<file path="src/sv/p1305_pkg.sv">
// ----------------------------------------------------------------------------
// p1305_pkg
// Shared types and constants for the Poly1305 authenticator.
// ----------------------------------------------------------------------------
package p1305_pkg;
    localparam int unsigned WordW  = 64;
    localparam int unsigned CountW = 5;
    localparam int unsigned AccW   = 130;
    localparam int unsigned LimbW  = 26;
    localparam int unsigned NLimb  = 5;
    localparam int unsigned QDepth = 2;
    localparam int unsigned CfgIdxW = 2;

    localparam logic [WordW-1:0] ClampLo = 64'h0ffffffc0fffffff;
    localparam logic [WordW-1:0] ClampHi = 64'h0ffffffc0ffffffc;
    localparam logic [AccW-1:0]  PrimeP  = 130'h3fffffffffffffffffffffffffffffffb;

    typedef enum logic [CfgIdxW-1:0] {
        REG_R_LO = 2'd0,
        REG_R_HI = 2'd1,
        REG_S_LO = 2'd2,
        REG_S_HI = 2'd3
    } t_reg_idx;

    // classified block handed from front to back
    typedef struct packed {
        logic [AccW-1:0] blk;
        logic            absorb;
        logic            last;
    } t_job;

    typedef enum logic [1:0] {
        ST_IDLE = 2'd0,
        ST_MUL  = 2'd1,
        ST_RED  = 2'd2,
        ST_OUT  = 2'd3
    } t_state;
endpackage

</file>
<file path="src/sv/p1305_front.sv">
// ----------------------------------------------------------------------------
// p1305_front
// Accepts message beats, masks and pads the block, queues jobs for the back end.
// ----------------------------------------------------------------------------
module p1305_front (
    input  logic                        i_clk,
    input  logic                        i_rst_n,
    input  logic                        i_valid,
    output logic                        o_ready,
    input  logic [p1305_pkg::WordW-1:0] i_block_low,
    input  logic [p1305_pkg::WordW-1:0] i_block_high,
    input  logic [p1305_pkg::CountW-1:0] i_byte_count,
    input  logic                        i_is_last,
    output logic                        o_job_valid,
    input  logic                        i_job_ready,
    output p1305_pkg::t_job             o_job
);
    import p1305_pkg::*;

    t_job        r_q [QDepth];
    logic [0:0]  r_wp, r_rp, n_wp, n_rp;
    logic [1:0]  r_cnt, n_cnt;
    t_job        w_job;
    logic [4:0]  w_cnt;
    logic [127:0] w_data, w_mask, w_pad;
    logic        w_push, w_pop;

    always_comb begin
        w_cnt  = (i_byte_count > 5'd16) ? 5'd16 : i_byte_count;
        w_data = {i_block_high, i_block_low};
        w_mask = '0;
        w_pad  = '0;
        for (int b = 0; b < 16; b++) begin
            if (5'(b) < w_cnt) w_mask[b*8 +: 8] = 8'hff;
            if (5'(b) == w_cnt) w_pad[b*8] = 1'b1;
        end
        // full block: pad bit sits at bit 128
        w_job.blk    = {1'b0, (w_cnt == 5'd16), (w_data & w_mask) | w_pad};
        w_job.absorb = (w_cnt != 5'd0);
        w_job.last   = i_is_last;
    end

    assign o_ready     = (r_cnt != 2'(QDepth));
    assign o_job_valid = (r_cnt != 2'd0);
    assign o_job       = r_q[r_rp];
    assign w_push      = i_valid && o_ready;
    assign w_pop       = o_job_valid && i_job_ready;

    always_comb begin
        n_wp  = r_wp + 1'(w_push);
        n_rp  = r_rp + 1'(w_pop);
        n_cnt = r_cnt + 2'(w_push) - 2'(w_pop);
    end

    always_ff @(posedge i_clk) begin
        if (!i_rst_n) begin
            r_wp  <= '0;
            r_rp  <= '0;
            r_cnt <= '0;
        end else begin
            r_wp  <= n_wp;
            r_rp  <= n_rp;
            r_cnt <= n_cnt;
        end
        if (w_push) r_q[r_wp] <= w_job;
    end

    a_no_over: assert property (@(posedge i_clk) disable iff (!i_rst_n)
        r_cnt <= 2'(QDepth)) else $error("queue overflow");
    a_full_stall: assert property (@(posedge i_clk) disable iff (!i_rst_n)
        (r_cnt == 2'(QDepth)) |-> !o_ready) else $error("ready while full");
    a_cnt_step: assert property (@(posedge i_clk) disable iff (!i_rst_n)
        (w_push && !w_pop) |=> (r_cnt == $past(r_cnt) + 2'd1)) else $error("count");
endmodule

</file>
<file path="config.mk">
export PLATFORM = sky130hd
export DESIGN_NAME = p1305_front
export DESIGN_NICKNAME = d
export VERILOG_FILES = /design/src/sv/p1305_pkg.sv /design/src/sv/p1305_front.sv
export SDC_FILE = /design/constraint.sdc
export NUM_CORES = 1
export LEC_CHECK = 0
export ABC_AREA = 1
export BUFFER_PORTS_ARGS = -buffer_cell sky130_fd_sc_hd__buf_2
export CAP_MARGIN = 20
export CORE_MARGIN = 5
export CORE_UTILIZATION = 36
export CTS_CLUSTER_DIAMETER = 120
export DETAILED_ROUTE_END_ITERATION = 7
export MAX_ROUTING_LAYER = met4
export SYNTH_ARGS = -nofsm -noshare
export SYNTH_HDL_FRONTEND = slang
export SYNTH_SLANG_ARGS = --single-unit
export TNS_END_PERCENT = 20
</file>
<file path="constraint.sdc">
create_clock -name i_clk -period 11.83 [get_ports i_clk]
set_input_delay 2.366 -clock i_clk [delete_from_list [all_inputs] [get_ports i_clk]]
set_output_delay 2.366 -clock i_clk [all_outputs]
set_load 0.05 [all_outputs]
</file>
==> results of run 1 <==
-- registers in the layout, summed over array words and instances (netlist names), named ones only --
register	cells
r_wp	1
r_q	262
r_rp	1
r_cnt	2
-- cell usage in the layout (no fill, tap or decap), drive strengths merged --
master	instances
buf	273
edfxtp	262
inv	137
mux2	131
nor2	105
nand2	65
clkbuf	35
clkinv	15
o21ai	10
diode	9
a21boi	7
nand3	5
dfxtp	5
ha	4
a21oi	3
o21a	1
nor3	1
conb	1
bufinv	1
-- synthesized netlist by cell type, drive strengths merged --
| cell | instances | share of area |
|---|---|---|
| edfxtp | 262 | 0.72 |
| nand3 | 5 | 0.0023 |
| mux2 | 131 | 0.13 |
| o21ai | 10 | 0.0049 |
| a21boi | 7 | 0.0048 |
| a21oi | 3 | 0.0017 |
| inv | 135 | 0.046 |
| o21a | 1 | 0.00069 |
| nor2 | 105 | 0.037 |
| dfxtp | 5 | 0.0091 |
| ha | 4 | 0.0046 |
| conb | 1 | 0.00034 |
| nor3 | 1 | 0.00046 |
| buf | 18 | 0.011 |
| clkbuf | 2 | 0.00069 |
| nand2 | 65 | 0.023 |
-- kinds of logic after synthesis --
family / share of synthesized area
AOI/OAI and AO/OA: 0.0121
adders and majority gates: 0.00457
buffers and inverters: 0.0575
DFF: 0.728
muxes: 0.135
other: 0.000342
and+or+nand+nor: 0.0631
-- per-stage QoR --
step	area (sq um)	hold WS, ps
2_1_floorplan	10900	451
3_3_place_gp	12700	470
3_5_place_dp	12700	482
4_1_cts	13600	501
5_1_grt	13600	558
6_report	13600	500
-- power breakdown --
part | switching, W | internal (W) | total (W)
registers | 0.0000637 | 0.00124 | 0.00131
logic | 0.000863 | 0.000302 | 0.00116
clock network | 0.000350 | 0.000470 | 0.000820
total | 0.00128 | 0.00202 | 0.00329
-- routing by layer --
metal	up-vias	track usage	share of wire
li1	3163	-	-
met1	3117	0.190	0.41
met2	221	0.237	0.47
met3	32	0.0497	0.10
met4	0	0.0346	0.017
met5	-	-	0
-- path summary, 6_finish.rpt --
path / from / end / slack (ps) / cells after the start
min reg2reg: r_rp / r_rp / 500 / 2
max: register / o_job[119] / 6390 / 3
min: r_rp / r_rp / 500 / 2
max reg2reg: r_cnt[0] / r_q[1][119] / 8990 / 6
-- worst reg2reg max path: cells and delay by family, from the launching register on --
| family | cells | cell delay [ps] |
|---|---|---|
| simple gates | 2 | 150 |
| buf+inv | 3 | 1180 |
| fa+ha+maj | 1 | 760 |
| flops | 1 | 350 |
-- layout make-up --
type,instances,share of cell area
diodes,9,0.00166
clock buffers,35,0.0550
clock inverters,18,0.00846
inverters,135,0.0373
multi-input cells,333,0.175
flip-flops and latches,267,0.586
well taps,390,0.0359
repair buffers,273,0.101
==> results.sh, run 1 <==
export IMPL_gr_usage_all_layers=0.150
export IMPL_slowest_stage="dfxtp_4"
export IMPL_fmax_mhz=184
export IMPL_grt_pass1_vias=6796
export IMPL_detail_route_vias_per_cell=4.47
export IMPL_grt_setup_unrepaired="false"
export IMPL_critPathArrivalTime_ps=3080
export IMPL_area_growth_pct=24.2
export IMPL_ant_nets=0
export IMPL_synthesis_nets=897
export IMPL_tritoncts="done"
export IMPL_relSlewSlack=0.308
export IMPL_synth_cell_type_count=25
export IMPL_grt_max_degree=75
export IMPL_hpwlAfterDp_um=17600
export IMPL_ir_drop_mv=0.149
export IMPL_synthCells=755
export IMPL_cts_made_buffers=29
export IMPL_crit_path_end_kind="primary output"
export IMPL_fin_cells=1460
export IMPL_multi_input_area_sq_um=2380
export IMPL_worst_slew_pin_slew_ps=1040
export IMPL_die_area_sq_um=34000
export IMPL_cp_required_ps=9460
export IMPL_antenna_found_initial=9
export IMPL_crit_path_max_incr_delay_ps=900
export IMPL_cts_root_buf="clkbuf_16"
export IMPL_drtIter0Drc=351
export IMPL_grt_pass1_wl_um=38000
export IMPL_via_count=6533
export IMPL_htree_num_levels=1
export IMPL_yosysSeqAreaShare=0.728
export IMPL_io_pin_count=272
export IMPL_drt_wl_total_um=26000
export IMPL_clkSinkCount=267
export IMPL_status="completed"
export IMPL_fillers=2767
export IMPL_netlist_area_sq_um=10900
export IMPL_ctsResizeCount=0
export IMPL_worst_path_max_fanout=70
export IMPL_hold_viol_final=0
export IMPL_critPathBufInv=2
export IMPL_finClkSkew_ps=12.9
export IMPL_max_cap_viol_count=0
export IMPL_std_cell_rows=63
export IMPL_regArea_sq_um=7970
export IMPL_clk_latency_ps=540
export IMPL_setup_viol=0
export IMPL_drv_slew=0
export IMPL_wl_per_cell_um=17.8
export IMPL_yosys_warnings=0
export IMPL_dp_cells=1398
export IMPL_die_w_um=184
export IMPL_first_pass_iters=6
export IMPL_place_ws_ps=6910
export IMPL_final_util=0.457
export IMPL_nets=1181
export IMPL_port_buffers=270
export IMPL_finalWorstSetupSlack_ps=6390
export IMPL_hp_class="register to register"
export IMPL_critPathTopFamily="buffers and inverters"
export IMPL_postSynthAreaPerCell_sq_um=14.5
export IMPL_p_leak_nw=5.73
export IMPL_drc=0
export IMPL_power_density_nw_per_um2=242
export IMPL_synth_seq_cells=267
export IMPL_total_power_w=0.00329
export IMPL_start_util=0.367
export IMPL_path_cells="buf_4 > mux2_2 > buf_2"
export IMPL_postCtsSetupBuffers=0
export IMPL_gp_congestion=0.779
export IMPL_fin_setup_tns_ps=0
export IMPL_die_h_um=184
export IMPL_period_minus_slack_ps=5440
export IMPL_clk_path_buf_depth=3
export IMPL_drive_gt1_frac=0.426
export IMPL_hold_buffers=0
export IMPL_startpoint_type="register"
export IMPL_clkTransAtPathRegs_ps=60
export IMPL_timing_final_crit_share=0.460
export IMPL_core_area_sq_um=29800
export IMPL_globalRouteOverflowTotal=0
export IMPL_crit_type="register to primary output"
(Power assumes the default switching activity.)
==> run 2, diff against run 1 <==
--- a/config.mk
+++ b/config.mk
@@ -5,7 +5,7 @@
 export SDC_FILE = /design/constraint.sdc
 export NUM_CORES = 1
 export LEC_CHECK = 0
-export ABC_AREA = 1
+export ABC_AREA = 0
 export BUFFER_PORTS_ARGS = -buffer_cell sky130_fd_sc_hd__buf_2
 export CAP_MARGIN = 20
 export CORE_MARGIN = 5
==> constraint.sdc (replaced) <==
create_clock -name i_clk -period 5.5 [get_ports i_clk]
set_input_delay 1.1 -clock i_clk [delete_from_list [all_inputs] [get_ports i_clk]]
set_output_delay 1.1 -clock i_clk [all_outputs]
set_load 0.05 [all_outputs]
==> run 2 against run 1 <==
  * Core utilization up 0.16 points
  * Critical endpoint is now o_job[74]
  * Sequential cell count unchanged
  * Clock-buffer cell count down 3
  * Largest cell class unchanged
==> results.sh, run 2 <==
export IMPL_status="completed"
export IMPL_yosys_warnings=0
export IMPL_cts_made_buffers=28
export IMPL_ant_nets=0
export IMPL_ctsResizeCount=0
export IMPL_synth_edff_count=262
export IMPL_grt_setup_unrepaired="false"
export IMPL_yosys_top_cells_count="262 x edfxtp_1, 133 x mux2_2, 87 x nor2b_1, 31 x and2_1, 21 x buf_2"
export IMPL_clk_path_buf_depth=3
export IMPL_synth_top_area_frac=0.726
export IMPL_fmax_mhz=265
export IMPL_synthesis_nets=766
export IMPL_gp_congestion=0.757
export IMPL_die_area_sq_um=33700
export IMPL_r2r_start="r_cnt[0]"
export IMPL_startpoint_type="register"
export IMPL_core_area_sq_um=29600
export IMPL_timing_final_crit_share=0.685
export IMPL_hp_start="r_rp"
export IMPL_antenna_found_initial=8
export IMPL_reg2reg_slack_ps=3420
export IMPL_port_buffers=270
export IMPL_p_leak_nw=5.08
export IMPL_hold_viol_final=0
export IMPL_fin_cells=1324
export IMPL_htree_num_levels=1
export IMPL_final_common_cell="buf_2"
export IMPL_worst_path_max_fanout=52
export IMPL_clkTransAtPathRegs_ps=60
export IMPL_start_util=0.365
export IMPL_die_h_um=183
export IMPL_grt_pass1_vias=6545
export IMPL_drt_wl_total_um=26400
export IMPL_crit_type="register to primary output"
export IMPL_tritoncts="done"
export IMPL_clkSinkCount=267
export IMPL_drv_slew=0
export IMPL_reg2reg_depth=5
export IMPL_finClkSkew_ps=7.17
export IMPL_power_density_nw_per_um2=514
export IMPL_ir_drop_mv=0.292
export IMPL_drtIter0Drc=423
export IMPL_postSynthAreaPerCell_sq_um=17.4
export IMPL_synth_async_reset_ratio=0
export IMPL_relSlewSlack=0.335
export IMPL_clk_latency_ps=530
export IMPL_synth_ff_type="edfxtp_1"
export IMPL_yosysSeqAreaShare=0.736
export IMPL_grt_max_degree=70
export IMPL_post_synth_top_area_cell="edfxtp_1"
export IMPL_period_minus_slack_ps=3770
export IMPL_netlist_area_sq_um=10800
export IMPL_drc=0
export IMPL_nets=1047
export IMPL_via_count=6186
export IMPL_globalRouteOverflowTotal=0
export IMPL_die_w_um=183
export IMPL_synthCells=624
export IMPL_wl_per_cell_um=19.9
export IMPL_hpwlAfterDp_um=17900
export IMPL_reg2reg_to="r_q[1][103]"
export IMPL_largest_reg_flops=262
export IMPL_min_path_cells=2
export IMPL_postCtsSetupBuffers=0
export IMPL_synth_top_cells_by_area="edfxtp_1 73%, mux2_2 14%, nor2b_1 5.0%, and2_1 1.8%, buf_2 0.97%"
export IMPL_synth_seq_cells=267
export IMPL_drive_gt1_frac=0.508
export IMPL_largest_register="r_q"
export IMPL_area_growth_pct=25.4
export IMPL_worst_slew_pin_slew_ps=997
export IMPL_synth_cell_type_count=36
export IMPL_fin_setup_tns_ps=0
export IMPL_crit_path_end_kind="primary output"
export IMPL_setup_viol=0
export IMPL_grt_pass1_wl_um=38600
export IMPL_dp_cells=1265
export IMPL_max_cap_viol_count=0
export IMPL_final_cell_mix="270 x buf_2, 262 x edfxtp_1, 133 x mux2_2, 87 x nor2b_1, 31 x and2_1"
export IMPL_yosys_cell_count_top_type="edfxtp_1"
export IMPL_first_pass_iters=4
export IMPL_critPathArrivalTime_ps=2670
export IMPL_hp_class="register to register"
export IMPL_largestRegisters="r_q x262, r_cnt x2"
export IMPL_cp_required_ps=4400
export IMPL_cts_root_buf="clkbuf_16"
export IMPL_io_pin_count=272
export IMPL_std_cell_rows=63
export IMPL_holdPathEnd="r_rp"
export IMPL_hold_buffers=0
export IMPL_gr_usage_all_layers=0.154
export IMPL_detail_route_vias_per_cell=4.67
-- run 2: changes by cell type after synthesis, sizes merged, moves of 8 or more --
cell / before / now
inv: 135 / 6
a21oi: 3 / 11
nor2: 105 / 13
nor2b: 0 / 87
nand2: 65 / 10
and2: 0 / 31
-- run 2: per-layer routing --
metal  up-vias  GRT usage  wire length, um
met2       216      0.250            12700
met5         -          -                0
met1      3028      0.192            11100
li1       2904          -                -
met3        38     0.0433             2040
met4         0     0.0390              489
-- run 2: cell families after synthesis --
| family | Yosys count | synth area share |
|---|---|---|
| flops | 267 | 0.736 |
| xor+xnor | 3 | 0.00243 |
| buf+inv | 35 | 0.0170 |
| fa+ha+maj | 4 | 0.00462 |
| other cells | 1 | 0.000346 |
| compound gates | 24 | 0.0156 |
| mux | 133 | 0.138 |
| simple gates | 157 | 0.0861 |
-- run 2: worst max-delay path, cell delays in order, from the launching register on --
cell and delay [ps]:
dfxtp_4 820, buf_4 600, mux2_2 400, buf_2 220
-- run 2: area by class of cell --
class	count	area, sq um
Tap cell	390	488
Inverter	6	22.5
Antenna cell	8	20.0
Sequential cell	267	7970
Timing Repair Buffer	280	1430
Multi-Input combinational cell	322	2710
Clock buffer	32	737
Fill cell	2676	16100
Clock inverter	19	204
-- run 2: through the flow --
step / power, W / hold WS [ps] / worst slack, ps / instance area, sq um / util
after floorplan: 0.00461 / 504 / 676 / 10800 / -
after global placement: 0.00514 / 525 / 2280 / 12600 / 0.425
after detailed placement: 0.00515 / 538 / 2230 / 12600 / 0.426
after CTS: 0.00708 / 556 / 1640 / 13600 / 0.457
after global routing: 0.00727 / 600 / 1570 / 13600 / 0.458
final: 0.00698 / 545 / 1730 / 13600 / 0.458
-- run 2: worst max-delay path by stage --
stage	startpoint	to	slack [ps]	depth (start not counted)
detailed placement	register	o_job[13]	2230	3
global route	register	o_job[115]	1570	3
finish	register	o_job[74]	1730	3
global placement	register	o_job[115]	2280	3
CTS	register	o_job[13]	1640	3
floorplan	i_valid	r_q[1][0]	680	3
-- run 2: where the power goes --
| part | switching (W) | internal, W |
|---|---|---|
| sequential | 0.000121 | 0.00261 |
| clock | 0.000765 | 0.00115 |
| combinational | 0.00171 | 0.000633 |
